**src/sv/dvrtp_pkg.sv**
```systemverilog
// Shared types, codes and constants of the DV DIF RTP packetizer.
// No dependencies; imported by every module of the block.
package dvrtp_pkg;

    localparam int DEF_MAX_BLOCKS = 18;
    localparam int QUEUE_DEPTH    = 2;

    localparam logic [31:0] TS_STEP       = 32'd3003;
    localparam logic [7:0]  LAST_DBN      = 8'd134;
    localparam logic [3:0]  NTSC_LAST_SEQ = 4'd9;
    localparam logic [3:0]  PAL_LAST_SEQ  = 4'd11;
    localparam logic [3:0]  MAX_REDUND    = 4'd8;

    // section types
    localparam logic [2:0] SCT_AUDIO = 3'd3;
    localparam logic [2:0] SCT_VIDEO = 3'd4;

    // video formats (stream_mode bits 3-4)
    localparam logic [1:0] FMT_NTSC = 2'd0;
    localparam logic [1:0] FMT_PAL  = 2'd1;

    // result actions
    localparam logic [1:0] ACT_PLACE  = 2'd0;
    localparam logic [1:0] ACT_SEND   = 2'd1;
    localparam logic [1:0] ACT_DROP   = 2'd2;
    localparam logic [1:0] ACT_REJECT = 2'd3;

    // result streams
    localparam logic [1:0] STR_MAIN  = 2'd0;
    localparam logic [1:0] STR_AUDIO = 2'd1;
    localparam logic [1:0] STR_REDUN = 2'd2;

    // register indexes
    localparam logic [2:0] REG_BPP       = 3'd0;
    localparam logic [2:0] REG_DROP      = 3'd1;
    localparam logic [2:0] REG_REDUN     = 3'd2;
    localparam logic [2:0] REG_MODE      = 3'd3;
    localparam logic [2:0] REG_MSEQ      = 3'd4;
    localparam logic [2:0] REG_ASEQ      = 3'd5;
    localparam logic [2:0] REG_MTS       = 3'd6;
    localparam logic [2:0] REG_ATS       = 3'd7;

    typedef enum logic [1:0] {
        K_REJECT = 2'd0,
        K_MAIN   = 2'd1,
        K_AUDIO  = 2'd2,
        K_VIDEO  = 2'd3
    } t_kind;

    typedef struct packed {
        t_kind kind;
        logic  end_frame;
    } t_desc;

    typedef struct packed {
        logic [4:0] bpp;
        logic [7:0] drop_ratio;
        logic [3:0] redundancy;
        logic [4:0] mode;
    } t_cfg;

    typedef struct packed {
        logic        valid;
        logic [2:0]  idx;
        logic [31:0] data;
    } t_cfg_wr;

    typedef struct packed {
        logic [1:0]  action;
        logic [1:0]  stream;
        logic [4:0]  slot;
        logic [4:0]  blocks;
        logic [15:0] seq;
        logic [31:0] ts;
        logic        last;
    } t_result;

endpackage

```
**src/sv/dv_dif_rtp_packetizer_top.sv**
```systemverilog
// Top level of the DV DIF RTP packetizer: APB register file, front end,
// descriptor queue and sequencer. Depends on dvrtp_pkg and all dvrtp_* modules.
//
//  channel   | direction | handshake                 | content
//  ----------+-----------+---------------------------+------------------------------
//  s_axis    | in        | tvalid/tready             | DIF block ID request
//  m_axis    | out       | tvalid/tready, tlast      | place/send/drop/reject result
//  apb       | in        | psel/penable/pwrite/pready| 8 registers at 4*i, 32 bit
//
//  Every request produces 1 to 11 results; the sequencer emits one result per
//  cycle while the output register can take it.
//  Front end and sequencer are split by a 2-entry queue: requests keep flowing
//  in while results are stalled until the queue fills. Results sit in an
//  output register; the sequencer advances only when that register is empty or
//  being taken, so a waiting result holds it, yet unstalled results flow at one
//  per cycle. Reset (synchronous, active low) clears counters, fills and the queue.
module dv_dif_rtp_packetizer_top
    import dvrtp_pkg::*;
#(
    parameter int MAX_BLOCKS_PER_PACKET = DEF_MAX_BLOCKS
) (
    input  logic        i_clk,
    input  logic        i_rst_n,
    // request stream
    input  logic        i_s_axis_tvalid,
    output logic        o_s_axis_tready,
    input  logic [15:0] i_s_axis_tdata,   // [2:0] section_type, [6:3] dif_sequence,
                                          // [14:7] block_number, [15] zero
    // result stream
    output logic        o_m_axis_tvalid,
    input  logic        i_m_axis_tready,
    output logic [63:0] o_m_axis_tdata,   // [1:0] action, [3:2] stream, [8:4] slot,
                                          // [13:9] packet_blocks, [29:14] seq_number,
                                          // [61:30] timestamp, [63:62] zero
    output logic        o_m_axis_tlast,
    // register port
    input  logic        psel,
    input  logic        penable,
    input  logic        pwrite,
    input  logic [4:0]  paddr,
    input  logic [31:0] pwdata,
    output logic [31:0] prdata,
    output logic        pready
);

    // configuration registers
    logic [4:0]  r_bpp;
    logic [7:0]  r_drop_ratio;
    logic [3:0]  r_redundancy;
    logic [4:0]  r_mode;
    logic [15:0] r_mseq_start;
    logic [15:0] r_aseq_start;
    logic [31:0] r_mts_start;
    logic [31:0] r_ats_start;

    t_cfg    cfg;
    t_cfg_wr cfg_wr;
    logic [2:0] reg_idx;

    logic    q_push, q_full, q_pop, q_valid;
    t_desc   q_in_desc, q_out_desc;
    t_result out_res;

    assign pready  = 1'b1;
    assign reg_idx = paddr[4:2];

    assign cfg_wr.valid = psel && penable && pwrite && pready;
    assign cfg_wr.idx   = reg_idx;
    assign cfg_wr.data  = pwdata;

    assign cfg.bpp        = r_bpp;
    assign cfg.drop_ratio = r_drop_ratio;
    assign cfg.redundancy = r_redundancy;
    assign cfg.mode       = r_mode;

    always_ff @(posedge i_clk) begin
        if (!i_rst_n) begin
            r_bpp        <= 5'd1;
            r_drop_ratio <= 8'd1;
            r_redundancy <= '0;
            r_mode       <= '0;
            r_mseq_start <= '0;
            r_aseq_start <= '0;
            r_mts_start  <= '0;
            r_ats_start  <= '0;
        end else if (cfg_wr.valid) begin
            unique case (reg_idx)
                REG_BPP:   r_bpp        <= pwdata[4:0];
                REG_DROP:  r_drop_ratio <= pwdata[7:0];
                REG_REDUN: r_redundancy <= pwdata[3:0];
                REG_MODE:  r_mode       <= pwdata[4:0];
                REG_MSEQ:  r_mseq_start <= pwdata[15:0];
                REG_ASEQ:  r_aseq_start <= pwdata[15:0];
                REG_MTS:   r_mts_start  <= pwdata;
                REG_ATS:   r_ats_start  <= pwdata;
                default: ;
            endcase
        end
    end

    always_comb begin
        unique case (reg_idx)
            REG_BPP:   prdata = {27'd0, r_bpp};
            REG_DROP:  prdata = {24'd0, r_drop_ratio};
            REG_REDUN: prdata = {28'd0, r_redundancy};
            REG_MODE:  prdata = {27'd0, r_mode};
            REG_MSEQ:  prdata = {16'd0, r_mseq_start};
            REG_ASEQ:  prdata = {16'd0, r_aseq_start};
            REG_MTS:   prdata = r_mts_start;
            REG_ATS:   prdata = r_ats_start;
            default:   prdata = '0;
        endcase
    end

    dvrtp_front u_front (
        .i_s_axis_tvalid (i_s_axis_tvalid),
        .o_s_axis_tready (o_s_axis_tready),
        .i_s_axis_tdata  (i_s_axis_tdata),
        .i_mode          (r_mode),
        .i_q_full        (q_full),
        .o_q_push        (q_push),
        .o_q_desc        (q_in_desc)
    );

    dvrtp_queue u_queue (
        .i_clk   (i_clk),
        .i_rst_n (i_rst_n),
        .i_push  (q_push),
        .i_desc  (q_in_desc),
        .o_full  (q_full),
        .i_pop   (q_pop),
        .o_valid (q_valid),
        .o_desc  (q_out_desc)
    );

    dvrtp_back #(
        .MAX_BLOCKS (MAX_BLOCKS_PER_PACKET)
    ) u_back (
        .i_clk       (i_clk),
        .i_rst_n     (i_rst_n),
        .i_cfg       (cfg),
        .i_cfg_wr    (cfg_wr),
        .i_q_valid   (q_valid),
        .i_q_desc    (q_out_desc),
        .o_q_pop     (q_pop),
        .o_out_valid (o_m_axis_tvalid),
        .i_out_ready (i_m_axis_tready),
        .o_out       (out_res)
    );

    assign o_m_axis_tdata = {2'b00, out_res.ts, out_res.seq, out_res.blocks,
                             out_res.slot, out_res.stream, out_res.action};
    assign o_m_axis_tlast = out_res.last;

endmodule

```
**src/sv/dvrtp_front.sv**
```systemverilog
// Front end: takes DIF block IDs and classifies them into work descriptors.
// Depends on dvrtp_pkg; feeds dvrtp_queue.
module dvrtp_front
    import dvrtp_pkg::*;
(
    input  logic        i_s_axis_tvalid,
    output logic        o_s_axis_tready,
    input  logic [15:0] i_s_axis_tdata,   // [2:0] section_type, [6:3] dif_sequence,
                                          // [14:7] block_number
    input  logic [4:0]  i_mode,
    input  logic        i_q_full,
    output logic        o_q_push,
    output t_desc       o_q_desc
);

    logic [2:0] sct;
    logic [3:0] dseq;
    logic [7:0] dbn;
    logic [1:0] fmt;

    assign sct  = i_s_axis_tdata[2:0];
    assign dseq = i_s_axis_tdata[6:3];
    assign dbn  = i_s_axis_tdata[14:7];
    assign fmt  = i_mode[4:3];

    assign o_s_axis_tready = !i_q_full;
    assign o_q_push        = i_s_axis_tvalid && !i_q_full;

    always_comb begin
        o_q_desc.end_frame = 1'b0;
        if (sct > SCT_VIDEO) begin
            o_q_desc.kind = K_REJECT;
        end else if (sct < SCT_AUDIO) begin
            o_q_desc.kind = K_MAIN;
        end else if (sct == SCT_AUDIO) begin
            o_q_desc.kind = K_AUDIO;
        end else begin
            o_q_desc.kind = K_VIDEO;
            // last video block of a frame
            o_q_desc.end_frame = (dbn == LAST_DBN) &&
                ((fmt == FMT_NTSC && dseq == NTSC_LAST_SEQ) ||
                 (fmt == FMT_PAL  && dseq == PAL_LAST_SEQ));
        end
    end

endmodule

```
**src/sv/dvrtp_queue.sv**
```systemverilog
// Short descriptor queue between front end and sequencer.
// Depends on dvrtp_pkg.
module dvrtp_queue
    import dvrtp_pkg::*;
(
    input  logic  i_clk,
    input  logic  i_rst_n,
    input  logic  i_push,
    input  t_desc i_desc,
    output logic  o_full,
    input  logic  i_pop,
    output logic  o_valid,
    output t_desc o_desc
);

    localparam int PTR_W = (QUEUE_DEPTH > 1) ? $clog2(QUEUE_DEPTH) : 1;
    localparam int CNT_W = $clog2(QUEUE_DEPTH + 1);

    t_desc            r_mem [QUEUE_DEPTH];
    logic [PTR_W-1:0] r_wr_ptr, r_rd_ptr;
    logic [CNT_W-1:0] r_count;

    assign o_full  = (r_count == CNT_W'(QUEUE_DEPTH));
    assign o_valid = (r_count != '0);
    assign o_desc  = r_mem[r_rd_ptr];

    function automatic logic [PTR_W-1:0] ptr_inc(input logic [PTR_W-1:0] p);
        return (p == PTR_W'(QUEUE_DEPTH - 1)) ? '0 : p + PTR_W'(1);
    endfunction

    always_ff @(posedge i_clk) begin
        if (i_push) begin
            r_mem[r_wr_ptr] <= i_desc;
        end
    end

    always_ff @(posedge i_clk) begin
        if (!i_rst_n) begin
            r_wr_ptr <= '0;
            r_rd_ptr <= '0;
            r_count  <= '0;
        end else begin
            if (i_push) r_wr_ptr <= ptr_inc(r_wr_ptr);
            if (i_pop)  r_rd_ptr <= ptr_inc(r_rd_ptr);
            if (i_push && !i_pop)      r_count <= r_count + CNT_W'(1);
            else if (!i_push && i_pop) r_count <= r_count - CNT_W'(1);
        end
    end

endmodule

```
**src/sv/dvrtp_back.sv**
```systemverilog
// Sequencer: runs each descriptor as place/send/drop/reject results, one per cycle
// unless output stalls; owns fills, RTP counters, frame phase. Depends on dvrtp_pkg.
module dvrtp_back
    import dvrtp_pkg::*;
#(
    parameter int MAX_BLOCKS = DEF_MAX_BLOCKS
) (
    input  logic    i_clk,
    input  logic    i_rst_n,
    input  t_cfg    i_cfg,
    input  t_cfg_wr i_cfg_wr,
    input  logic    i_q_valid,
    input  t_desc   i_q_desc,
    output logic    o_q_pop,
    output logic    o_out_valid,
    input  logic    i_out_ready,
    output t_result o_out
);

    typedef enum logic [5:0] {
        ST_PRIM   = 6'b000001,
        ST_SEND   = 6'b000010,
        ST_RPLACE = 6'b000100,
        ST_RSEND  = 6'b001000,
        ST_EFM    = 6'b010000,
        ST_EFA    = 6'b100000
    } t_bstate;

    t_bstate     r_state, n_state;
    logic        r_sel_audio, n_sel_audio;
    logic [4:0]  r_main_fill, n_main_fill;
    logic [4:0]  r_audio_fill, n_audio_fill;
    logic [4:0]  r_red_fill, n_red_fill;
    logic [3:0]  r_rep_cnt, n_rep_cnt;
    logic [15:0] r_main_seq, n_main_seq;
    logic [15:0] r_audio_seq, n_audio_seq;
    logic [31:0] r_main_ts, n_main_ts;
    logic [31:0] r_audio_ts, n_audio_ts;
    logic [7:0]  r_phase, n_phase;
    logic        r_out_valid;
    t_result     r_out;
    t_result     res;

    logic       step, done, dropped, ratio_gt1, sep_audio, end_frame;
    logic [4:0] limit;
    logic [3:0] reps;
    logic       main_full, audio_full, red_full;
    logic [8:0] phase_next;
    t_bstate    ef_audio_next;

    always_comb begin
        if (i_cfg.bpp == 5'd0) begin
            limit = 5'd1;
        end else if (int'(i_cfg.bpp) > MAX_BLOCKS) begin
            limit = 5'(MAX_BLOCKS);
        end else begin
            limit = i_cfg.bpp;
        end
    end

    assign reps       = (i_cfg.redundancy > MAX_REDUND) ? MAX_REDUND : i_cfg.redundancy;
    assign ratio_gt1  = (i_cfg.drop_ratio > 8'd1);
    assign dropped    = ratio_gt1 && (r_phase != 8'd0);
    assign sep_audio  = i_cfg.mode[2];
    assign end_frame  = i_q_desc.end_frame;
    assign main_full  = ({1'b0, r_main_fill}  + 6'd1) >= {1'b0, limit};
    assign audio_full = ({1'b0, r_audio_fill} + 6'd1) >= {1'b0, limit};
    assign red_full   = ({1'b0, r_red_fill}   + 6'd1) >= {1'b0, limit};
    assign phase_next = {1'b0, r_phase} + 9'd1;
    assign ef_audio_next = (end_frame && sep_audio && r_audio_fill != 5'd0) ? ST_EFA : ST_PRIM;

    // one result per cycle whenever the output stage can take it
    assign step = i_q_valid && (!r_out_valid || i_out_ready);

    always_comb begin
        n_state      = r_state;
        n_sel_audio  = r_sel_audio;
        n_main_fill  = r_main_fill;
        n_audio_fill = r_audio_fill;
        n_red_fill   = r_red_fill;
        n_rep_cnt    = r_rep_cnt;
        n_main_seq   = r_main_seq;
        n_audio_seq  = r_audio_seq;
        n_main_ts    = r_main_ts;
        n_audio_ts   = r_audio_ts;
        n_phase      = r_phase;
        res          = '0;

        unique case (r_state)
            ST_PRIM: begin
                unique case (i_q_desc.kind)
                    K_REJECT: begin
                        res.action = ACT_REJECT;
                        n_state    = ST_PRIM;
                    end
                    K_MAIN: begin
                        if (dropped) begin
                            res.action = ACT_DROP;
                            n_state    = ST_PRIM;
                        end else begin
                            res.action  = ACT_PLACE;
                            res.stream  = STR_MAIN;
                            res.slot    = r_main_fill;
                            n_main_fill = r_main_fill + 5'd1;
                            n_sel_audio = 1'b0;
                            n_state     = main_full ? ST_SEND : ST_PRIM;
                        end
                    end
                    K_AUDIO: begin
                        if (!i_cfg.mode[1]) begin
                            res.action  = ACT_PLACE;
                            n_sel_audio = sep_audio;
                            if (sep_audio) begin
                                res.stream   = STR_AUDIO;
                                res.slot     = r_audio_fill;
                                n_audio_fill = r_audio_fill + 5'd1;
                            end else begin
                                res.stream  = STR_MAIN;
                                res.slot    = r_main_fill;
                                n_main_fill = r_main_fill + 5'd1;
                            end
                            if (sep_audio ? audio_full : main_full) begin
                                n_state = ST_SEND;
                            end else if (i_cfg.redundancy != 4'd0) begin
                                n_state = ST_RPLACE;
                            end else begin
                                n_state = ST_PRIM;
                            end
                        end else if (i_cfg.redundancy != 4'd0) begin
                            // redundancy buffer only
                            res.action = ACT_PLACE;
                            res.stream = STR_REDUN;
                            res.slot   = r_red_fill;
                            n_red_fill = r_red_fill + 5'd1;
                            n_rep_cnt  = reps;
                            n_state    = red_full ? ST_RSEND : ST_PRIM;
                        end else begin
                            res.action = ACT_DROP;
                            n_state    = ST_PRIM;
                        end
                    end
                    K_VIDEO: begin
                        n_sel_audio = 1'b0;
                        if (i_cfg.mode[0] || dropped) begin
                            res.action = ACT_DROP;
                            n_state    = (end_frame && r_main_fill != 5'd0) ? ST_EFM
                                                                            : ef_audio_next;
                        end else begin
                            res.action  = ACT_PLACE;
                            res.stream  = STR_MAIN;
                            res.slot    = r_main_fill;
                            n_main_fill = r_main_fill + 5'd1;
                            if (main_full) begin
                                n_state = ST_SEND;
                            end else if (end_frame) begin
                                n_state = ST_EFM;   // fill is nonzero after the place
                            end else begin
                                n_state = ST_PRIM;
                            end
                        end
                    end
                    default: n_state = ST_PRIM;
                endcase
            end
            ST_SEND: begin
                res.action = ACT_SEND;
                if (r_sel_audio) begin
                    res.stream   = STR_AUDIO;
                    res.blocks   = r_audio_fill;
                    res.seq      = r_audio_seq;
                    res.ts       = r_audio_ts;
                    n_audio_fill = 5'd0;
                    n_audio_seq  = r_audio_seq + 16'd1;
                end else begin
                    res.stream  = STR_MAIN;
                    res.blocks  = r_main_fill;
                    res.seq     = r_main_seq;
                    res.ts      = r_main_ts;
                    n_main_fill = 5'd0;
                    n_main_seq  = r_main_seq + 16'd1;
                end
                if (i_q_desc.kind == K_AUDIO && i_cfg.redundancy != 4'd0) begin
                    n_state = ST_RPLACE;
                end else begin
                    n_state = ef_audio_next;
                end
            end
            ST_RPLACE: begin
                res.action = ACT_PLACE;
                res.stream = STR_REDUN;
                res.slot   = r_red_fill;
                n_red_fill = r_red_fill + 5'd1;
                n_rep_cnt  = reps;
                n_state    = red_full ? ST_RSEND : ST_PRIM;
            end
            ST_RSEND: begin
                // redundant copies ride on the main counters
                res.action = ACT_SEND;
                res.stream = STR_REDUN;
                res.blocks = r_red_fill;
                res.seq    = r_main_seq;
                res.ts     = r_main_ts;
                n_main_seq = r_main_seq + 16'd1;
                n_rep_cnt  = r_rep_cnt - 4'd1;
                if (r_rep_cnt <= 4'd1) begin
                    n_red_fill = 5'd0;
                    n_state    = ST_PRIM;
                end
            end
            ST_EFM: begin
                res.action  = ACT_SEND;
                res.stream  = STR_MAIN;
                res.blocks  = r_main_fill;
                res.seq     = r_main_seq;
                res.ts      = r_main_ts;
                n_main_fill = 5'd0;
                n_main_seq  = r_main_seq + 16'd1;
                n_state     = ef_audio_next;
            end
            ST_EFA: begin
                res.action   = ACT_SEND;
                res.stream   = STR_AUDIO;
                res.blocks   = r_audio_fill;
                res.seq      = r_audio_seq;
                res.ts       = r_audio_ts;
                n_audio_fill = 5'd0;
                n_audio_seq  = r_audio_seq + 16'd1;
                n_state      = ST_PRIM;
            end
            default: n_state = ST_PRIM;
        endcase

        done     = (n_state == ST_PRIM);
        res.last = done;

        // frame end bookkeeping on the item's final result
        if (done && end_frame) begin
            n_main_ts = r_main_ts + TS_STEP;
            n_phase   = (ratio_gt1 && phase_next < {1'b0, i_cfg.drop_ratio})
                        ? phase_next[7:0] : 8'd0;
            if (sep_audio) begin
                n_audio_ts = r_audio_ts + TS_STEP;
            end
        end
    end

    assign o_q_pop     = step && done;
    assign o_out_valid = r_out_valid;
    assign o_out       = r_out;

    always_ff @(posedge i_clk) begin
        if (!i_rst_n) begin
            r_state      <= ST_PRIM;
            r_sel_audio  <= 1'b0;
            r_main_fill  <= '0;
            r_audio_fill <= '0;
            r_red_fill   <= '0;
            r_rep_cnt    <= '0;
            r_main_seq   <= '0;
            r_audio_seq  <= '0;
            r_main_ts    <= '0;
            r_audio_ts   <= '0;
            r_phase      <= '0;
        end else if (i_cfg_wr.valid) begin
            unique case (i_cfg_wr.idx)
                REG_DROP: r_phase     <= (i_cfg_wr.data[7:0] > 8'd1) ? 8'd1 : 8'd0;
                REG_MSEQ: r_main_seq  <= i_cfg_wr.data[15:0];
                REG_ASEQ: r_audio_seq <= i_cfg_wr.data[15:0];
                REG_MTS:  r_main_ts   <= i_cfg_wr.data;
                REG_ATS:  r_audio_ts  <= i_cfg_wr.data;
                default: ;
            endcase
        end else if (step) begin
            r_state      <= n_state;
            r_sel_audio  <= n_sel_audio;
            r_main_fill  <= n_main_fill;
            r_audio_fill <= n_audio_fill;
            r_red_fill   <= n_red_fill;
            r_rep_cnt    <= n_rep_cnt;
            r_main_seq   <= n_main_seq;
            r_audio_seq  <= n_audio_seq;
            r_main_ts    <= n_main_ts;
            r_audio_ts   <= n_audio_ts;
            r_phase      <= n_phase;
        end
    end

    always_ff @(posedge i_clk) begin
        if (!i_rst_n) begin
            r_out_valid <= 1'b0;
        end else if (step) begin
            r_out_valid <= 1'b1;
        end else if (i_out_ready) begin
            r_out_valid <= 1'b0;
        end
    end

    always_ff @(posedge i_clk) begin
        if (step) begin
            r_out <= res;
        end
    end

endmodule

```
**config.mk**
```make
export PLATFORM = sky130hd
export DESIGN_NAME = dv_dif_rtp_packetizer_top
export DESIGN_NICKNAME = d
export VERILOG_FILES = /design/src/sv/dvrtp_pkg.sv /design/src/sv/dv_dif_rtp_packetizer_top.sv /design/src/sv/dvrtp_front.sv /design/src/sv/dvrtp_queue.sv /design/src/sv/dvrtp_back.sv
export SDC_FILE = /design/constraint.sdc
export NUM_CORES = 1
export LEC_CHECK = 0
export BUFFER_PORTS_ARGS = -buffer_cell sky130_fd_sc_hd__buf_2
export CAP_MARGIN = 20
export CORE_MARGIN = 2
export CORE_UTILIZATION = 50
export DETAILED_ROUTE_END_ITERATION = 10
export GPL_TIMING_DRIVEN = 0
export PLACE_DENSITY = 0.81
export SYNTH_ARGS = -nofsm -noshare
export SYNTH_HDL_FRONTEND = slang
export SYNTH_SLANG_ARGS = --single-unit
```
**constraint.sdc**
```tcl
create_clock -name i_clk -period 6.6 [get_ports i_clk]
set_clock_uncertainty 0.05 [all_clocks]
set_input_delay 1.98 -clock i_clk [delete_from_list [all_inputs] [get_ports i_clk]]
set_output_delay 1.98 -clock i_clk [all_outputs]
set_load 0.05 [all_outputs]
```
-- After elaboration in Yosys (flattened, before gate mapping)
Memories as Yosys holds them, arrays and structs flattened. A register that Yosys moved wholly into a read port is not among the register bits.
Cells that the tools add are included.
- register bits: 316
- bits in latches: 0
- bits in writable memories: 6
- bits in read-only memories: 0
- bits of input ports: 60
- memories: 1
- $add $sub $neg: 16
- multipliers: 0
- divide/modulo/power cells: 0
- $lt $le $gt $ge: 11
- equal/unequal tests: 45
- shift operators: 0
- muxes and demuxes: 101
- bitwise gates (word level): 1
- reduce and logical (&&, ||, !) cells: 64
- memory list (name ; depth ; bits a word ; read ports ; clocked after memory_dff ; write ports ; line ; source):
    u_queue.r_mem ; 2 ; 3 ; 1 ; 1 ; 1 ; dvrtp_queue.sv:19 ; t_desc r_mem [QUEUE_DEPTH];
- operators with widths (cell ; number):
    32-bit two-way mux ; 9
    32-bit case mux with 8 select lines ; 1
    53-bit case mux with 4 select lines ; 1
    16-bit two-way mux ; 8
    5-bit two-way mux ; 19
    32-bit by 12-bit adder with 32-bit output (second input constant) ; 2
    16-bit case mux with 2 select lines ; 2
    6-bit two-way mux ; 10
    5-bit case mux with 3 select lines ; 4
    53-bit two-way mux ; 1
    8-bit two-way mux ; 5
    16-bit by 1-bit adder with 16-bit output (second input constant) ; 2
    6-bit case mux with 5 select lines ; 1
    4-bit case mux with 6 select lines ; 1
    6-bit case mux with 4 select lines ; 1
    7-bit case mux with 3 select lines ; 1
    4-bit two-way mux ; 5
    5-bit by 1-bit adder with 6-bit output (second input constant) ; 3
    6-bit by 5-bit >= comparator with 1-bit output ; 3
    2-bit by 1-bit inequality test with 1-bit output (second input constant) ; 9
    2-bit AND reduction ; 9
    3-bit nonzero test ; 6
    1-bit logical AND ; 17
    1-bit two-way mux ; 17
    54 further kinds ; 101

-- Depth between registers and ports, before layout
- depth after elaboration: 14
- depth in mapped cells: 16

-- Cells and area by module
Synthesis repeated with hierarchy kept, for this count alone.
- cell total of the unflattened synthesis: 2004
- area total of the unflattened synthesis: 17682.0 sq um
- by module, submodules not included (module ; instances ; cells an instance ; area each (sq um) ; seq. area each (sq um)):
    dvrtp_back ; 1 ; 1349 ; 11637.4 ; 4514.3
    dv_dif_rtp_packetizer_top ; 1 ; 610 ; 5517.8 ; 2362.3
    dvrtp_queue ; 1 ; 31 ; 435.4 ; 280.3
    dvrtp_front ; 1 ; 14 ; 91.3 ; 0.0

-- Least setup slack after synthesis
Ideal clock, no wire load.
- kind: in2reg
- from: input port i_m_axis_tready
- to: register u_back.r_main_seq[3]
- arrival: 6.627 ns
- required time: 6.422 ns
- setup slack: -0.204 ns
- stages on the path: 10
- path buffers: 2
- cell sequence: nor2b_1 -> nor2_1 -> nand2_1 -> a211oi_1 -> or2_2 -> clkbuf_1 -> clkbuf_1 -> o21ai_0 -> a22oi_1 -> nor2_1
- word-level cells in the longest chain between the ends: 4
- RTL lines (element ; line ; source):
    start, declared ; dv_dif_rtp_packetizer_top.sv:31 ; input logic i_m_axis_tready,
    1-bit logical OR ; dvrtp_back.sv:73 ; assign step = i_q_valid && (!r_out_valid || i_out_ready);
    1-bit logical AND ; dvrtp_back.sv:73 ;
    via u_back.step ; dvrtp_back.sv:44 ; logic step, done, dropped, ratio_gt1, sep_audio, end_frame;
    2-bit nonzero test (no line) ; - ;
    4-bit AND reduction (no line) ; - ;
    end signal, assigned ; dvrtp_back.sv:267 ; REG_MSEQ: r_main_seq <= i_cfg_wr.data[15:0];
    end signal, assigned ; dvrtp_back.sv:280 ; r_main_seq <= n_main_seq;
    end, declared ; dvrtp_back.sv:35 ; logic [15:0] r_main_seq, n_main_seq;
The timed path passes the listed nets, and every way through them passes these cells.
A chain may end at the register's enable or synchronous reset.

-- Worst setup path after layout
- from: input port paddr[3]
- to: output port prdata[5]
- word-level cells in the longest chain between the ends: 2
- elaborated cells on any way between the ends: 9
- RTL lines (element ; line ; source):
    start, declared ; dv_dif_rtp_packetizer_top.sv:40 ; input logic [4:0] paddr,
    3-bit == test, or another cell as far along ; dv_dif_rtp_packetizer_top.sv:102 ; unique case (reg_idx)
    32-bit case mux with 8 select lines * ; dv_dif_rtp_packetizer_top.sv:102 ;
    end, declared ; dv_dif_rtp_packetizer_top.sv:42 ; output logic [31:0] prdata,
Every way passes the cells marked *; elsewhere a longest branch is shown, timed or not.

==> metrics.yaml <==
run_status:
  outcome: "completed"
worst_setup_path:
  r2r_start: "r_bpp[4]"
  worstSetupEndpointType: "output pin"
  ff2ff_setup_slack_ps: 2310
  cpPeakStageDelay_ps: 610
  cpMaxStageDelayCell: "buf_1"
  path_class: "input port to output pin"
  critical_path.top_delay_family: "buffers and inverters"
  r2r-end: "u_queue.r_count[1]"
  worstPathRequired_ps: 4570
  crit_fanout: 10
  cp_common_cell: "buf_1"
  crit_path_start_kind: "input port"
  crit_chain: "clkbuf_1 > buf_1 > buf_1 > mux4_2 > nand2_1 > o21ai_0 > buf_2"
  crit_buf_inv: 4
  r2r_cells: 14
  startpoint: "paddr[3]"
  cp.arrival_ps: 4380
  path_depth: 7
  critPathCapture: "prdata[5]"
final_layout:
  layout.nets: 2360
  area_growth_pct: 15.0
  drive_gt1_frac: 0.130
  finalInstanceArea_mm2: 0.0198
  n_fill_cell: 3033
route:
  routed_wl_mm: 64.4
  wl_per_cell_um: 23.5
  antenna_left: 0
  drc: 0
  dr.pass1.iters: 6
  vias: 18050
  vias_per_cell: 6.59
  drtIter0Drc: 2293
global_routing:
  grt_pass1_wl_mm: 97.0
  grt-ovfl-total: 0
  grt_max_degree: 37
  antenna_found_initial: 3
  grt_pass1_vias: 16936
  grt_usage: 0.349
pwr:
  p_int_w: 0.00404
  pwr-share-comb: 0.308
  max-vdd-ir-drop_uv: 290
  p_leak_nw: 7.08
  p_sw_frac: 0.384
  power_frac_clock: 0.323
  total_power_w: 0.00657
  sequentialPowerShare: 0.369
  p_sw_w: 0.00252
  powerDensity_mw_per_mm2: 332
cts:
  clk_pin_slew_ps: 60
  clock_sinks: 323
  clock_latency_ps: 550
  postCtsSetupBuffers: 0
  clockBufferDepth: 3
  cts_tree: "done"
  cts_buffers: 36
  cts-resized-gates: 0
  cts-htree-levels: 2
  cts-root-buf: "clkbuf_16"
  cts_hold_buffers: 0
timing:
  worstMarginPinSlew_ps: 1080
  fmax_mhz: 156
  timing.final.ws_setup_ps: 191
  slew_headroom: 0.280
  finalCritPeriodShare: 0.971
  hold_viol: 0
  setup_violations: 0
  rsz0062_at_grt: "no"
  finalMaxSlewViolations: 0
  whs_ps: 402
  min_period_ps: 6410
placed_design:
  preCtsSetupSlack_ps: 239
  dp_hpwl_mm: 45.6
  place.gp.congestion: 1.01
  io_buffers: 146
  dpl-instance-area_mm2: 0.0185
synthesis:
  syn-cell-area_mm2: 0.0172
  yosysUniqueCellTypes: 90
  netlist_instances: 2077
  yosysWarnings: 0
  synth_ff_type: "dfxtp_1"
  synth_edf_count: 69
  synthArstFlopShare: 0
  synth_area_per_cell_um2: 8.28
  yosysSeqAreaShare: 0.416
  synth_seq_cells: 323
die:
  die_w_um: 189
  dieArea_mm2: 0.0359
  start_util: 0.510
  ios: 160
  core-area_mm2: 0.0337
  die_h_um: 189
  num_rows: 67
worst_hold_path:
  hold_path.class: "register to register"
flow_run:
  drv_cap: 0
==> logic make-up (layout without fill, tap and decap cells) <==
| logic type | count (synthesis) | after routing | synth area share |
|---|---|---|---|
| simple gates | 791 | 791 | 0.210 |
| compound gates | 666 | 666 | 0.256 |
| flops | 323 | 323 | 0.416 |
| buf+inv | 201 | 415 | 0.0472 |
| fa+ha+maj | 37 | 37 | 0.0268 |
| mux | 35 | 35 | 0.0323 |
| xor+xnor | 22 | 22 | 0.0112 |
| other cells | 2 | 4 | 0.000437 |
==> final cells by class <==
class                   instances  area, µm²  area share
inverters                      40        150     0.00759
flip-flops and latches        323       7160       0.362
clock buffers                  51       1090      0.0552
multi-input cells            1554       9240       0.467
plain buffers                 161        662      0.0335
clock inverters                15        160     0.00810
diodes                          1       2.50    0.000127
well taps                     448        561      0.0283
repair buffers                148        756      0.0382
==> stage by stage <==
step,TNS (ps),utilization,cells
final,0,0.587,2741
after global placement,-23090,0.549,2672
after detailed placement,0,0.549,2673
after floorplan,0,-,2078
after global routing,0,0.587,2740
after CTS,0,0.587,2739
==> layer usage <==
metal | global-route usage | routed length, µm | vias up
met3 | 0.0819 | 7960 | 306
met5 | 0 | 22 | -
met4 | 0.229 | 4370 | 4
met2 | 0.526 | 27500 | 1285
met1 | 0.447 | 24500 | 8481
li1 | - | - | 7974
==> placed cells by master (no fill, tap or decap), drive strengths merged, types with 9 or more instances in the layout <==
| cell | n |
|---|---|
| or2 | 10 |
| a22o | 66 |
| mux4 | 16 |
| and3 | 47 |
| o211ai | 16 |
| a211oi | 11 |
| buf | 183 |
| clkbuf | 177 |
| dfxtp | 254 |
| inv | 40 |
| nand3b | 10 |
| xor2 | 14 |
| ha | 36 |
| o22ai | 22 |
| and2 | 19 |
| clkinv | 12 |
| nand2b | 13 |
| nor3 | 40 |
| a21boi | 9 |
| o31ai | 25 |
| o21ai | 100 |
| or3 | 13 |
| o32ai | 11 |
| nand3 | 53 |
| mux2i | 15 |
| a22oi | 24 |
| a21oi | 248 |
| a31oi | 31 |
| nand2 | 379 |
| nor4 | 13 |
| edfxtp | 69 |
| o21a | 12 |
| o221a | 24 |
| nor2 | 153 |
==> worst min path at each step <==
| stage | cells past startpoint | from | to |
|---|---|---|---|
| 2_1_floorplan | 2 | r_aseq_start[3] | r_aseq_start[3] |
| 3_3_place_gp | 2 | r_aseq_start[11] | r_aseq_start[11] |
| 3_5_place_dp | 2 | r_mseq_start[3] | r_mseq_start[3] |
| 4_1_cts | 2 | r_mseq_start[3] | r_mseq_start[3] |
| 5_1_grt | 2 | r_ats_start[30] | r_ats_start[30] |
| 6_report | 2 | r_ats_start[16] | r_ats_start[16] |
==> synthesized netlist by cell type (all sizes together) (9+ instances only) <==
library cell | n | area share
nand2 | 379 | 0.083
dfxtp | 254 | 0.30
a21oi | 248 | 0.073
nor2 | 153 | 0.034
clkbuf | 125 | 0.027
o21ai | 100 | 0.030
edfxtp | 69 | 0.12
a22o | 66 | 0.034
nand3 | 53 | 0.015
and3 | 47 | 0.017
inv | 40 | 0.0087
nor3 | 40 | 0.012
buf | 36 | 0.011
ha | 36 | 0.026
a31oi | 31 | 0.011
o31ai | 25 | 0.011
a22oi | 24 | 0.010
o221a | 24 | 0.016
o22ai | 22 | 0.0080
and2 | 19 | 0.0069
mux4 | 16 | 0.021
o211ai | 16 | 0.0070
mux2i | 15 | 0.0087
xor2 | 14 | 0.0071
nand2b | 13 | 0.0047
nor4 | 13 | 0.0051
or3 | 13 | 0.0050
o21a | 12 | 0.0052
a211oi | 11 | 0.0060
o32ai | 11 | 0.0056
nand3b | 10 | 0.0044
or2 | 10 | 0.0036
a21boi | 9 | 0.0039
==> power by group through the flow <==
stage	clock [W]	combinational (W)	sequential, W
floorplan	0	0.000793	0.00306
global placement	0	0.00193	0.00247
detailed placement	0	0.00197	0.00246
CTS	0.00213	0.00197	0.00242
global route	0.00221	0.00211	0.00245
finish	0.00212	0.00202	0.00242
==> worst min-delay path: cells and delay by family (launching register included) <==
kind | cells | cell delay (ps)
DFF | 1 | 300
and+or+nand+nor | 1 | 50
AOI/OAI and AO/OA | 1 | 50
==> registers in the layout, indices dropped and copies added, names as in the netlist, 2 cells and up, named ones only <==
name and flops:
u_back.r_state 6, r_bpp 5, u_back.r_audio_ts 32, u_back.r_main_seq 16
r_ats_start 32, u_back.r_main_ts 32, r_mode 5, u_queue.r_mem 6
u_back.r_audio_fill 5, u_back.r_audio_seq 16, r_aseq_start 16, r_mts_start 32
r_redundancy 4, u_back.r_main_fill 5, u_back.r_phase 8, r_drop_ratio 8
u_queue.r_count 2, u_back.r_rep_cnt 4, u_back.r_red_fill 5, r_mseq_start 16
u_back.o_out 63
Power figures use the tool's default switching activity.
